==> src/design/llf_pkg.sv <==
package llf_pkg;

    localparam int unsigned CFG_ADDR_W = 3;
    localparam int unsigned TICK_W     = 64;

    localparam logic [7:0] CH_LT    = 8'h3C;
    localparam logic [7:0] CH_GT    = 8'h3E;
    localparam logic [7:0] CH_LBR   = 8'h5B;
    localparam logic [7:0] CH_RBR   = 8'h5D;
    localparam logic [7:0] CH_SP    = 8'h20;
    localparam logic [7:0] CH_COLON = 8'h3A;
    localparam logic [7:0] CH_ZERO  = 8'h30;
    localparam logic [7:0] CH_NINE  = 8'h39;

    localparam logic [CFG_ADDR_W-1:0] REG_SINCE_TICKS  = 3'd0;
    localparam logic [CFG_ADDR_W-1:0] REG_UNTIL_TICKS  = 3'd1;
    localparam logic [CFG_ADDR_W-1:0] REG_TIME_ENABLES = 3'd2;
    localparam logic [CFG_ADDR_W-1:0] REG_PRIO_LIMIT   = 3'd3;
    localparam logic [CFG_ADDR_W-1:0] REG_UNIT_LENGTH  = 3'd4;
    localparam logic [CFG_ADDR_W-1:0] REG_UNIT_TEXT    = 3'd5;

    typedef struct packed {
        logic [TICK_W-1:0] since_ticks;
        logic [TICK_W-1:0] until_ticks;
        logic [1:0]        time_enables;
        logic signed [8:0] prio_limit;
        logic [3:0]        unit_length;
        logic [63:0]       unit_text;
    } t_cfg;

    typedef struct packed {
        logic              prio_found;
        logic signed [8:0] prio_res;
        logic [TICK_W-1:0] ticks;
        logic              tag_ok;
    } t_line_res;

endpackage

==> src/design/llf_intf.sv <==
interface llf_line_if;
    logic       valid;
    logic       ready;
    logic [7:0] line_byte;
    logic       line_end;

    modport source (output valid, output line_byte, output line_end, input ready);
    modport sink   (input valid, input line_byte, input line_end, output ready);
endinterface

interface llf_res_if;
    logic              valid;
    logic              ready;
    logic              keep;
    logic              priority_found;
    logic signed [8:0] priority_res;
    logic [63:0]       ticks;

    modport source (output valid, output keep, output priority_found,
                    output priority_res, output ticks, input ready);
    modport sink   (input valid, input keep, input priority_found,
                    input priority_res, input ticks, output ready);
endinterface

interface llf_cfg_if;
    logic        valid;
    logic        ready;
    logic [2:0]  addr;
    logic [63:0] data;

    modport source (output valid, output addr, output data, input ready);
    modport sink   (input valid, input addr, input data, output ready);
endinterface

==> src/design/llf_cfg_regs.sv <==
module llf_cfg_regs (
    input  logic         i_clk,
    input  logic         i_rst_n,
    llf_cfg_if.sink      i_cfg,
    output llf_pkg::t_cfg o_cfg
);
    import llf_pkg::*;

    t_cfg r_cfg;

    assign i_cfg.ready = 1'b1;
    assign o_cfg       = r_cfg;

    always_ff @(posedge i_clk) begin
        if (!i_rst_n) begin
            r_cfg.since_ticks  <= '0;
            r_cfg.until_ticks  <= '0;
            r_cfg.time_enables <= '0;
            r_cfg.prio_limit   <= 9'h1FF;
            r_cfg.unit_length  <= '0;
            r_cfg.unit_text    <= '0;
        end else if (i_cfg.valid) begin
            case (i_cfg.addr)
                REG_SINCE_TICKS:  r_cfg.since_ticks  <= i_cfg.data;
                REG_UNTIL_TICKS:  r_cfg.until_ticks  <= i_cfg.data;
                REG_TIME_ENABLES: r_cfg.time_enables <= i_cfg.data[1:0];
                REG_PRIO_LIMIT:   r_cfg.prio_limit   <= i_cfg.data[8:0];
                REG_UNIT_LENGTH:  r_cfg.unit_length  <= i_cfg.data[3:0];
                REG_UNIT_TEXT:    r_cfg.unit_text    <= i_cfg.data;
                default: ;
            endcase
        end
    end
endmodule

==> src/design/llf_parser.sv <==
module llf_parser #(
    parameter int unsigned TAG_CHARS = 8
) (
    input  logic              i_clk,
    input  logic              i_rst_n,
    llf_line_if.sink          i_line,
    input  llf_pkg::t_cfg     i_cfg,
    input  logic              i_res_ready,
    output logic              o_res_valid,
    output llf_pkg::t_line_res o_res
);
    import llf_pkg::*;

    localparam int unsigned TCW = $clog2(TAG_CHARS + 2);
    localparam logic [TCW-1:0] TC_CHARS = TCW'(TAG_CHARS);

    // input register
    logic       r_a_valid;
    logic [7:0] r_a_byte;
    logic       r_a_end;

    // per-line state
    logic [1:0]        r_idx, n_idx;
    logic              r_angle, n_angle;
    logic [7:0]        r_prio_byte, n_prio_byte;
    logic              r_prio_valid, n_prio_valid;
    logic              r_bracket, n_bracket;
    logic              r_digits, n_digits;
    logic [TICK_W-1:0] r_tick, n_tick;
    logic              r_close, n_close;
    logic              r_space, n_space;
    logic              r_colon, n_colon;
    logic [TCW-1:0]    r_tcnt, n_tcnt;
    logic              r_equal, n_equal;

    logic       r_s_valid;
    t_line_res  r_s, n_s;

    logic       snap_ready;
    logic       a_adv;
    logic [7:0] b;
    logic [7:0] want;
    logic [7:0] digit;

    assign snap_ready   = !r_s_valid || i_res_ready;
    assign a_adv        = r_a_valid && (!r_a_end || snap_ready);
    assign i_line.ready = !r_a_valid || a_adv;
    assign o_res_valid  = r_s_valid;
    assign o_res        = r_s;

    assign b     = r_a_byte;
    assign want  = i_cfg.unit_text[8*(3'(r_tcnt)) +: 8];
    assign digit = b - CH_ZERO;

    always_comb begin
        n_idx        = r_idx;
        n_angle      = r_angle;
        n_prio_byte  = r_prio_byte;
        n_prio_valid = r_prio_valid;
        n_bracket    = r_bracket;
        n_digits     = r_digits;
        n_tick       = r_tick;
        n_close      = r_close;
        n_space      = r_space;
        n_colon      = r_colon;
        n_tcnt       = r_tcnt;
        n_equal      = r_equal;

        // priority header
        case (r_idx)
            2'd0: n_angle = (b == CH_LT);
            2'd1: n_prio_byte = b;
            2'd2: n_prio_valid = r_angle && (b == CH_GT);
            default: ;
        endcase
        if (r_idx != 2'd3) begin
            n_idx = r_idx + 2'd1;
        end

        // bracketed ticks
        if (r_bracket && b == CH_RBR) begin
            n_close = 1'b1;
        end
        if (!r_bracket && b == CH_LBR) begin
            n_bracket = 1'b1;
            n_digits  = 1'b1;
            n_tick    = '0;
        end else if (r_digits) begin
            if (b >= CH_ZERO && b <= CH_NINE) begin
                n_tick = (r_tick << 3) + (r_tick << 1) + TICK_W'(digit);
            end else begin
                n_digits = 1'b0;
            end
        end

        // tag
        if (!r_space) begin
            if (b == CH_SP) begin
                n_space = 1'b1;
            end
        end else if (!r_colon) begin
            if (b == CH_COLON) begin
                n_colon = 1'b1;
            end else begin
                if (4'(r_tcnt) < i_cfg.unit_length && r_tcnt < TC_CHARS && want != b) begin
                    n_equal = 1'b0;
                end
                if (r_tcnt < TC_CHARS + TCW'(1)) begin
                    n_tcnt = r_tcnt + TCW'(1);
                end
            end
        end

        n_s.prio_found = n_prio_valid;
        n_s.prio_res   = n_prio_valid ? ($signed({1'b0, n_prio_byte}) - 9'sd48) : 9'sd0;
        n_s.ticks      = n_close ? n_tick : '0;
        n_s.tag_ok     = (i_cfg.unit_length <= 4'(TAG_CHARS)) && n_colon
                         && (4'(n_tcnt) == i_cfg.unit_length) && n_equal;
    end

    always_ff @(posedge i_clk) begin
        if (!i_rst_n) begin
            r_a_valid <= 1'b0;
        end else if (i_line.ready) begin
            r_a_valid <= i_line.valid;
        end
        if (i_line.ready && i_line.valid) begin
            r_a_byte <= i_line.line_byte;
            r_a_end  <= i_line.line_end;
        end
    end

    always_ff @(posedge i_clk) begin
        if (!i_rst_n || (a_adv && r_a_end)) begin
            r_idx        <= '0;
            r_angle      <= 1'b0;
            r_prio_byte  <= '0;
            r_prio_valid <= 1'b0;
            r_bracket    <= 1'b0;
            r_digits     <= 1'b0;
            r_tick       <= '0;
            r_close      <= 1'b0;
            r_space      <= 1'b0;
            r_colon      <= 1'b0;
            r_tcnt       <= '0;
            r_equal      <= 1'b1;
        end else if (a_adv) begin
            r_idx        <= n_idx;
            r_angle      <= n_angle;
            r_prio_byte  <= n_prio_byte;
            r_prio_valid <= n_prio_valid;
            r_bracket    <= n_bracket;
            r_digits     <= n_digits;
            r_tick       <= n_tick;
            r_close      <= n_close;
            r_space      <= n_space;
            r_colon      <= n_colon;
            r_tcnt       <= n_tcnt;
            r_equal      <= n_equal;
        end
    end

    always_ff @(posedge i_clk) begin
        if (!i_rst_n) begin
            r_s_valid <= 1'b0;
        end else if (snap_ready) begin
            r_s_valid <= a_adv && r_a_end;
        end
        if (snap_ready && a_adv && r_a_end) begin
            r_s <= n_s;
        end
    end
endmodule

==> src/design/llf_decide.sv <==
module llf_decide (
    input  logic               i_clk,
    input  logic               i_rst_n,
    input  llf_pkg::t_cfg      i_cfg,
    input  logic               i_res_valid,
    input  llf_pkg::t_line_res i_res,
    output logic               o_res_ready,
    llf_res_if.source          o_res
);
    import llf_pkg::*;

    logic              r_o_valid;
    logic              r_keep;
    logic              r_found;
    logic signed [8:0] r_prio;
    logic [TICK_W-1:0] r_ticks;

    logic n_keep;
    logic drop_prio, drop_since, drop_until, drop_tag;

    assign o_res_ready          = !r_o_valid || o_res.ready;
    assign o_res.valid          = r_o_valid;
    assign o_res.keep           = r_keep;
    assign o_res.priority_found = r_found;
    assign o_res.priority_res   = r_prio;
    assign o_res.ticks          = r_ticks;

    always_comb begin
        drop_prio  = !i_cfg.prio_limit[8] && i_res.prio_found && !i_res.prio_res[8]
                     && (i_res.prio_res > i_cfg.prio_limit);
        drop_since = i_cfg.time_enables[0] && (i_res.ticks < i_cfg.since_ticks);
        drop_until = i_cfg.time_enables[1] && (i_res.ticks > i_cfg.until_ticks);
        drop_tag   = (i_cfg.unit_length != 4'd0) && !i_res.tag_ok;
        n_keep     = !(drop_prio || drop_since || drop_until || drop_tag);
    end

    always_ff @(posedge i_clk) begin
        if (!i_rst_n) begin
            r_o_valid <= 1'b0;
        end else if (o_res_ready) begin
            r_o_valid <= i_res_valid;
        end
        if (o_res_ready && i_res_valid) begin
            r_keep  <= n_keep;
            r_found <= i_res.prio_found;
            r_prio  <= i_res.prio_res;
            r_ticks <= i_res.ticks;
        end
    end
endmodule

==> src/design/log_line_filter.sv <==
// channel   dir  handshake     payload
// i_line    in   valid/ready   line_byte[7:0], line_end
// o_res     out  valid/ready   keep, priority_found, priority_res[8:0], ticks[63:0]
// i_cfg     in   valid/ready   addr[2:0], data[63:0]
//
// one byte per cycle unless a line-end byte waits on a full snapshot stage
// stages: input register, line parser with snapshot register, filter compare
// and output register
// synchronous active-low reset clears all line state and loads register defaults
// a stall on o_res backs up only when a line-end item meets a full snapshot stage
module log_line_filter #(
    parameter int unsigned TAG_CHARS = 8
) (
    input  logic       i_clk,
    input  logic       i_rst_n,
    llf_line_if.sink   i_line,
    llf_cfg_if.sink    i_cfg,
    llf_res_if.source  o_res
);
    import llf_pkg::*;

    t_cfg      cfg;
    t_line_res line_res;
    logic      line_res_valid;
    logic      line_res_ready;

    llf_cfg_regs u_cfg (
        .i_clk   (i_clk),
        .i_rst_n (i_rst_n),
        .i_cfg   (i_cfg),
        .o_cfg   (cfg)
    );

    llf_parser #(
        .TAG_CHARS (TAG_CHARS)
    ) u_parser (
        .i_clk       (i_clk),
        .i_rst_n     (i_rst_n),
        .i_line      (i_line),
        .i_cfg       (cfg),
        .i_res_ready (line_res_ready),
        .o_res_valid (line_res_valid),
        .o_res       (line_res)
    );

    llf_decide u_decide (
        .i_clk       (i_clk),
        .i_rst_n     (i_rst_n),
        .i_cfg       (cfg),
        .i_res_valid (line_res_valid),
        .i_res       (line_res),
        .o_res_ready (line_res_ready),
        .o_res       (o_res)
    );
endmodule
==> src/flat_wrapper.sv <==
// flat-port wrapper written by rule: the top's interface ports become plain ports
module log_line_filter_flat import llf_pkg::*;
#(
    parameter int unsigned TAG_CHARS = 8
)
  (i_clk, i_rst_n, i_line_valid, i_line_line_byte, i_line_line_end, i_line_ready, i_cfg_valid, i_cfg_addr, i_cfg_data, i_cfg_ready, o_res_valid, o_res_keep, o_res_priority_found, o_res_priority_res, o_res_ticks, o_res_ready);
  llf_line_if i_line_i ();
  llf_cfg_if i_cfg_i ();
  llf_res_if o_res_i ();
  input  logic i_clk;
  input  logic i_rst_n;
  input wire logic [$bits(i_line_i.valid)-1:0] i_line_valid;
  input wire logic [$bits(i_line_i.line_byte)-1:0] i_line_line_byte;
  input wire logic [$bits(i_line_i.line_end)-1:0] i_line_line_end;
  output wire logic [$bits(i_line_i.ready)-1:0] i_line_ready;
  input wire logic [$bits(i_cfg_i.valid)-1:0] i_cfg_valid;
  input wire logic [$bits(i_cfg_i.addr)-1:0] i_cfg_addr;
  input wire logic [$bits(i_cfg_i.data)-1:0] i_cfg_data;
  output wire logic [$bits(i_cfg_i.ready)-1:0] i_cfg_ready;
  output wire logic [$bits(o_res_i.valid)-1:0] o_res_valid;
  output wire logic [$bits(o_res_i.keep)-1:0] o_res_keep;
  output wire logic [$bits(o_res_i.priority_found)-1:0] o_res_priority_found;
  output wire logic [$bits(o_res_i.priority_res)-1:0] o_res_priority_res;
  output wire logic [$bits(o_res_i.ticks)-1:0] o_res_ticks;
  input wire logic [$bits(o_res_i.ready)-1:0] o_res_ready;
  assign i_line_i.valid = i_line_valid;
  assign i_line_i.line_byte = i_line_line_byte;
  assign i_line_i.line_end = i_line_line_end;
  assign i_line_ready = i_line_i.ready;
  assign i_cfg_i.valid = i_cfg_valid;
  assign i_cfg_i.addr = i_cfg_addr;
  assign i_cfg_i.data = i_cfg_data;
  assign i_cfg_ready = i_cfg_i.ready;
  assign o_res_valid = o_res_i.valid;
  assign o_res_keep = o_res_i.keep;
  assign o_res_priority_found = o_res_i.priority_found;
  assign o_res_priority_res = o_res_i.priority_res;
  assign o_res_ticks = o_res_i.ticks;
  assign o_res_i.ready = o_res_ready;
  log_line_filter #(.TAG_CHARS(TAG_CHARS)) u_core (.i_clk(i_clk), .i_rst_n(i_rst_n), .i_line(i_line_i), .i_cfg(i_cfg_i), .o_res(o_res_i));
endmodule
==> config.mk <==
export PLATFORM = sky130hd
export DESIGN_NAME = log_line_filter_flat
export DESIGN_NICKNAME = d
export VERILOG_FILES = /design/src/design/llf_pkg.sv /design/src/design/llf_intf.sv /design/src/design/llf_cfg_regs.sv /design/src/design/llf_parser.sv /design/src/design/llf_decide.sv /design/src/design/log_line_filter.sv /design/src/flat_wrapper.sv
export SDC_FILE = /design/constraint.sdc
export NUM_CORES = 1
export LEC_CHECK = 0
export BUFFER_PORTS_ARGS = -buffer_cell sky130_fd_sc_hd__buf_2
export CAP_MARGIN = 20
export CORE_ASPECT_RATIO = 0.75
export CORE_UTILIZATION = 58
export CTS_BUF_LIST = sky130_fd_sc_hd__clkbuf_2
export DETAILED_ROUTE_END_ITERATION = 12
export HOLD_SLACK_MARGIN = 0.06
export PLACE_DENSITY = 0.77
export SYNTH_ARGS = -nofsm -noshare
export SYNTH_HDL_FRONTEND = slang
export SYNTH_SLANG_ARGS = --single-unit
==> constraint.sdc <==
create_clock -name i_clk -period 6 [get_ports i_clk]
set_clock_uncertainty 0.2 [all_clocks]
set_input_delay 0.3 -clock i_clk [delete_from_list [all_inputs] [get_ports i_clk]]
set_output_delay 0.3 -clock i_clk [all_outputs]
set_load 0.005 [all_outputs]
Word level (Yosys, flattened, before mapping)
Cells that the tools add are included.
{ "classes": {"addsub": 6, "magnitude_cmp": 9, "eq_ne": 16, "shift": 1, "mux": 22, "reduce_logical": 51} }
{ "op_table": {"columns": ["operator", "n"], "rows": [
  ["64-bit two-way mux", 3],
  ["64-bit adder", 1],
  ["64-bit by 8-bit adder with 64-bit output", 1],
  ["64-bit greater-than comparator", 1],
  ["64-bit < comparator", 1],
  ["64-bit by 7-bit variable part select with 8-bit output", 1],
  ["8-bit by 6-bit == test with 1-bit output, second input constant", 4],
  ["1-bit logical AND", 21],
  ["2-bit AND reduction", 9],
  ["8-bit by 7-bit == test with 1-bit output, second input constant", 2],
  ["4-bit two-way mux", 4],
  ["1-bit two-way mux", 14],
  ["1-bit logical NOT", 10],
  ["9-bit greater-than comparator", 1],
  ["8-bit by 6-bit subtractor with 9-bit output, second input constant", 1],
  ["8-bit by 6-bit >= comparator with 1-bit output, second input constant", 1],
  ["8-bit by 6-bit less-or-equal comparator with 1-bit output, second input constant", 1],
  ["1-bit logical OR", 8],
  ["4-bit < comparator, second input constant", 2],
  ["8-bit two-way mux", 1],
  ["8-bit != test", 1],
  ["8-bit by 6-bit subtractor with 8-bit output, second input constant", 1],
  ["3-bit by 2-bit == test with 1-bit output, second input constant", 2],
  ["3-bit == test, second input constant", 2],
  ["12 further kinds", 12]
]} }
{ "word_totals": {"reg_bits": 455, "input_bits": 81, "out_inout_bits": 78, "elab_cells": 136} }

Depth between registers and ports, before layout
{ "logic_depth": {"ltp_word": 8, "depth_mapped": 15, "mapped_depth_nobuf": 15} }

By module
A second synthesis with hierarchy kept.
{ "unflattened": {"hier_cells": 2696, "hier_area_um2": 25823.5} }
{ "by_module_without_submodules": {"columns": ["module", "n_inst", "cells_each", "area_each_um2", "seq_area_each_um2"], "rows": [
  ["llf_parser", 1, 1366, 12245.5, 4284.1],
  ["llf_cfg_regs", 1, 756, 7851.3, 4144.0],
  ["llf_decide", 1, 574, 5726.7, 2272.2]
]} }

Least setup slack after synthesis
No wires, ideal clock.
{ "synth_timing": {"path_kind": "reg2reg", "from": "register u_core.u_decide.r_o_valid, in the netlist u_core.u_decide.o_res.valid", "to": "register u_core.u_decide.r_keep, in the netlist u_core.u_decide.o_res.keep, enable pin", "setup_ps": 518, "arrival_time_ps": 3813, "required_ps": 5282, "slack_ps": 1469, "path_stages_with_launch": 3, "n_path_buf": 0, "synth_period_minus_slack_ps": 4531, "path_cell_list": "dfxtp_1 > nor2b_1 > nor2b_1"} }
{ "synth_via": {"elab_chain_len": 3} }
{ "synth_rtl": {"columns": ["element", "line", "rtl"], "rows": [
  ["start: declaration", "llf_decide.sv:12", "logic r_o_valid;"],
  ["start signal: assignment", "llf_decide.sv:41", "r_o_valid <= i_res_valid;"],
  ["1-bit logical NOT", "llf_decide.sv:21", "assign o_res_ready = !r_o_valid || o_res.ready;"],
  ["1-bit logical OR", "llf_decide.sv:21", null],
  ["1-bit logical AND", "llf_decide.sv:43", "if (o_res_ready && i_res_valid) begin"],
  ["end signal: assignment", "llf_decide.sv:44", "r_keep <= n_keep;"],
  ["end: declaration", "llf_decide.sv:13", "logic r_keep;"]
]} }
No other way between the ends.
A chain may end at the register's enable or synchronous reset.

Final worst setup path
{ "layout_timing": {"from": "register u_core.u_parser.r_a_byte[5], in the netlist u_core.u_parser.b[5]", "to": "register u_core.u_parser.r_s (netlist bit u_core.u_parser.o_res[37]), data pin"} }
{ "layout_via": {"elab_chain_len": 5, "word_cells_on_any_way": 13, "cone_classes": "2 x add/sub; 2 x order compare; 2 x eq/ne; 4 x mux; 3 x reduce/logical"} }
{ "layout_rtl": {"columns": ["element", "line", "rtl"], "rows": [
  ["start: declaration", "llf_parser.sv:19", "logic [7:0] r_a_byte;"],
  ["start signal: assignment", "llf_parser.sv:128", "r_a_byte <= i_line.line_byte;"],
  ["8-bit by 6-bit subtractor with 8-bit output, or another cell as far along", "llf_parser.sv:53", "assign digit = b - CH_ZERO;"],
  ["64-bit by 8-bit adder with 64-bit output / 1-bit logical AND (equally long branches)", "llf_parser.sv:90, llf_parser.sv:89", null],
  ["64-bit two-way mux", "llf_parser.sv:89", "if (b >= CH_ZERO && b <= CH_NINE) begin"],
  ["64-bit two-way mux", "llf_parser.sv:88", "end else if (r_digits) begin"],
  ["64-bit two-way mux", "llf_parser.sv:84", "if (!r_bracket && b == CH_LBR) begin"],
  ["end signal: assignment", "llf_parser.sv:170", "r_s <= n_s;"],
  ["end: declaration", "llf_parser.sv:37", "t_line_res r_s, n_s;"]
]} }
Several ways; a longest one is shown, not always the timed one.

==> impl_metrics.tcl <==
set metrics [dict create \
    grt_pass1_wl_um 128000 \
    gp_congestion 0.987 \
    drcViolationCount 0 \
    die-area_sq_mm 0.0452 \
    worstPathRequired_ps 6710 \
    drt_pass1_iterations 6 \
    via_per_inst 6.00 \
    maxCapViolCount 0 \
    ys_warn_count 0 \
    row_count 66 \
    routed_wl_um 83500 \
    drtIter0Drc 2357 \
    fmax_mhz 212 \
    drive_gt1_share_pct 12.9 \
    dpl.cell_count 3452 \
    route.vias.total 23127 \
    die_h_um 184 \
    cp-end-kind "flip-flop" \
    htreeDepth 3 \
    p_leak_nw 12.0 \
    tns_ps 0 \
    synth_seq_cells 455 \
    synth_edf_count 159 \
    r2r_start "u_core.u_parser.b[5]" \
    hpwl_um 57900 \
    antenna_found_initial 3 \
    synth_cell_types 93 \
    area_growth_pct 15.7 \
    r2r_end "u_core.u_parser.o_res[37]" \
    async_flop_share_pct 0 \
    cts_tree "built" \
    grt_pass1_vias 22459 \
    endpoint "u_core.u_parser.o_res[37]" \
    cts_sinks 455 \
    fin_ws_ps 1290 \
    finalSetupViolCount 0 \
    drtAntennaViolNets 0 \
    ys.flop_type "dfxtp_1" \
    synth_nets 3194 \
    hold_path_class "input pin to flip-flop" \
    peakVddDrop_mv 0.168 \
    drv_slew 0 \
    clk_pin_slew_worst_paths_ps 130 \
    clockBufferDepth 3 \
    relSlewSlack_pct 21.7 \
    critPathArrivalTime_ps 5420 \
    start_util_pct 59.1 \
    worst_pin_slew_ps 1170 \
    track_usage_pct 37.0 \
    rsz0062_at_grt "no" \
    port_buffers 157 \
    grt_overflow 0 \
    fin_crit_sh_pct 78.6 \
    fill_cells 3451 \
    status "finished clean" \
    finalHoldViolations 0 \
    avgRoutedWirePerCell_um 21.7 \
    layout.cells.non_filler 3852 \
    root_buffer "clkbuf_2" \
    startpoint_type "flip-flop" \
    path_class "flip-flop to flip-flop" \
    grt_max_degree 86 \
    rrSetupSlack_ps 1290 \
    worst-path-max-fanout 5 \
    synth.avg_cell_area_sq_um 9.06 \
    cts_setup_buffers 0 \
    synthCells 2840 \
    synth_area_sq_mm 0.0257 \
    core-area_sq_mm 0.0435 \
    num_io_pins 159 \
    pre_cts_ws_ps 1430 \
    fin_nets 3531 \
    power.density_mw_per_mm2 199 \
    clock_latency_ps 1200 \
    final_core_util_pct 68.4 \
    die_x_um 245 \
    cts_buffers 110 \
    reg2regPathDepth 13 \
    crit_start "u_core.u_parser.b[5]" \
    min_period_ps 4710 \
    yosysSeqAreaShare_pct 41.6 \
]
[report_power, final]
group	switching, mW	total (mW)	leakage (nW)	internal (mW)
registers	0.0447	3.28	4.04	3.23
clock network	1.37	2.17	0.783	0.805
logic	0.273	0.487	7.13	0.213
total	1.69	5.94	12.0	4.25
[cell usage in the layout (no fill, tap or decap), types with 11 or more instances in the layout]
cell type,n
a21boi_0,201
o21bai_1,13
dlygate4sd3_1,190
nand4_1,51
o21ai_0,87
nor3_1,27
mux4_2,16
nand2b_1,14
clkbuf_2,159
a22oi_1,32
buf_4,22
a21o_1,36
o21a_1,12
nor2_1,150
mux2i_1,25
a211oi_1,15
and2_1,14
buf_2,156
edfxtp_1,159
a22o_1,18
inv_1,173
clkinv_1,30
xnor2_1,43
ha_1,267
nand2_1,571
and3_1,11
a21oi_1,193
nand3_1,42
o211ai_1,18
nor2b_1,32
dfxtp_1,296
xor2_1,34
[layer usage]
metal / up-vias / global-route usage [%] / share of wire, %
met1: 10917 / 50.9 / 42
met4: 2 / 15.4 / 4.2
met3: 238 / 7.82 / 9.8
met2: 1281 / 56.5 / 44
li1: 10689 / - / -
met5: - / 0 / 0.016
[worst min-delay path by stage]
| stage | from | endpoint | slack, ps | cells past startpoint |
|---|---|---|---|---|
| 2_1_floorplan | i_line_line_byte[0] | u_core.u_parser.b[0] | 200 | 0 |
| 3_3_place_gp | u_core.u_parser.r_angle | u_core.u_parser.r_angle | 240 | 2 |
| 6_report | i_cfg_valid | u_core.u_cfg.o_cfg[77] | 140 | 7 |
| 4_1_cts | i_cfg_valid | u_core.u_cfg.o_cfg[77] | 80 | 7 |
| 5_1_grt | i_cfg_valid | u_core.u_cfg.o_cfg[77] | 110 | 7 |
| 3_5_place_dp | u_core.u_parser.o_res[65] | u_core.u_decide.o_res.priority_res[0] | 250 | 0 |
[per-stage QoR]
| stage | hold WS (ps) | cell area, sq um | total power [mW] |
|---|---|---|---|
| finish | 143 | 29800 | 5.94 |
| global route | 105 | 29800 | 6.16 |
| CTS | 81.0 | 29800 | 5.92 |
| detailed placement | 248 | 26800 | 3.72 |
| global placement | 238 | 26800 | 3.71 |
| floorplan | 199 | 25700 | 3.56 |
[registers in the layout, indices dropped and copies added, names as in the netlist, 2 cells and up]
register / count
u_core.u_parser.r_tcnt: 4
u_core.u_decide.o_res.ticks: 64
u_core.u_parser.r_tick: 64
u_core.u_parser.r_idx: 2
u_core.u_decide.o_res.priority_res: 9
u_core.u_parser.b: 8
u_core.u_parser.o_res: 75
u_core.u_parser.r_prio_byte: 8
u_core.u_cfg.o_cfg: 207
[cell type report]
cell class / count / area (sq um) / share of cell area, %
clock inverter: 44 / 230 / 0.773
antenna: 6 / 15.0 / 0.0504
inverter: 174 / 653 / 2.19
tap: 578 / 723 / 2.43
multi-input combinational: 2066 / 13800 / 46.2
clock buffer: 159 / 796 / 2.67
sequential: 455 / 10700 / 35.9
timing repair buffer: 370 / 2890 / 9.70
[synthesized netlist by cell type, types with 18 or more instances]
master / instances / area share, %
ha_1: 267 / 13
nor2_1: 153 / 2.2
a22oi_1: 32 / 0.93
mux2i_1: 25 / 0.97
xnor2_1: 43 / 1.5
xor2_1: 34 / 1.2
nor3_1: 28 / 0.54
o21ai_0: 87 / 1.7
nand2_1: 573 / 8.4
a21o_1: 36 / 1.1
edfxtp_1: 159 / 19
nand3_1: 43 / 0.84
o211ai_1: 18 / 0.53
clkbuf_1: 110 / 1.6
dfxtp_1: 296 / 23
a21boi_0: 201 / 5.9
nand4_1: 51 / 1.2
a22o_1: 18 / 0.61
nor2b_1: 33 / 0.80
inv_1: 174 / 2.5
a21oi_1: 193 / 3.8
[critical path: stages (launching register included)]
cell and delay, ps:
edfxtp_1 480, ha_1 270, xnor2_1 200, fa_1 460, ha_1 410, o2111ai_1 190, a31oi_2 300, o2111ai_1 180
a2111oi_0 890, or2_1 260, a21o_1 180, a21oi_1 100, xnor2_1 160, o2bb2ai_1 130
[kinds of logic after synthesis]
| family | Yosys count | synth area share (%) |
|---|---|---|
| muxes | 43 | 2.46 |
| AOI/OAI and AO/OA | 705 | 18.4 |
| other | 1 | 0.0146 |
| buffers and inverters | 319 | 5.13 |
| xor gates and xnor gates | 77 | 2.62 |
| DFF | 455 | 41.6 |
| adders and majority gates | 273 | 13.5 |
| and+or+nand+nor | 967 | 16.4 |
[what timing repair did]
item / CTS / global route
gates resized for setup: 0 / 0
hold buffers: 191 / 0
endpoints found under the hold margin: 258 / 0
Note: power is estimated with default switching activity, not from simulation.
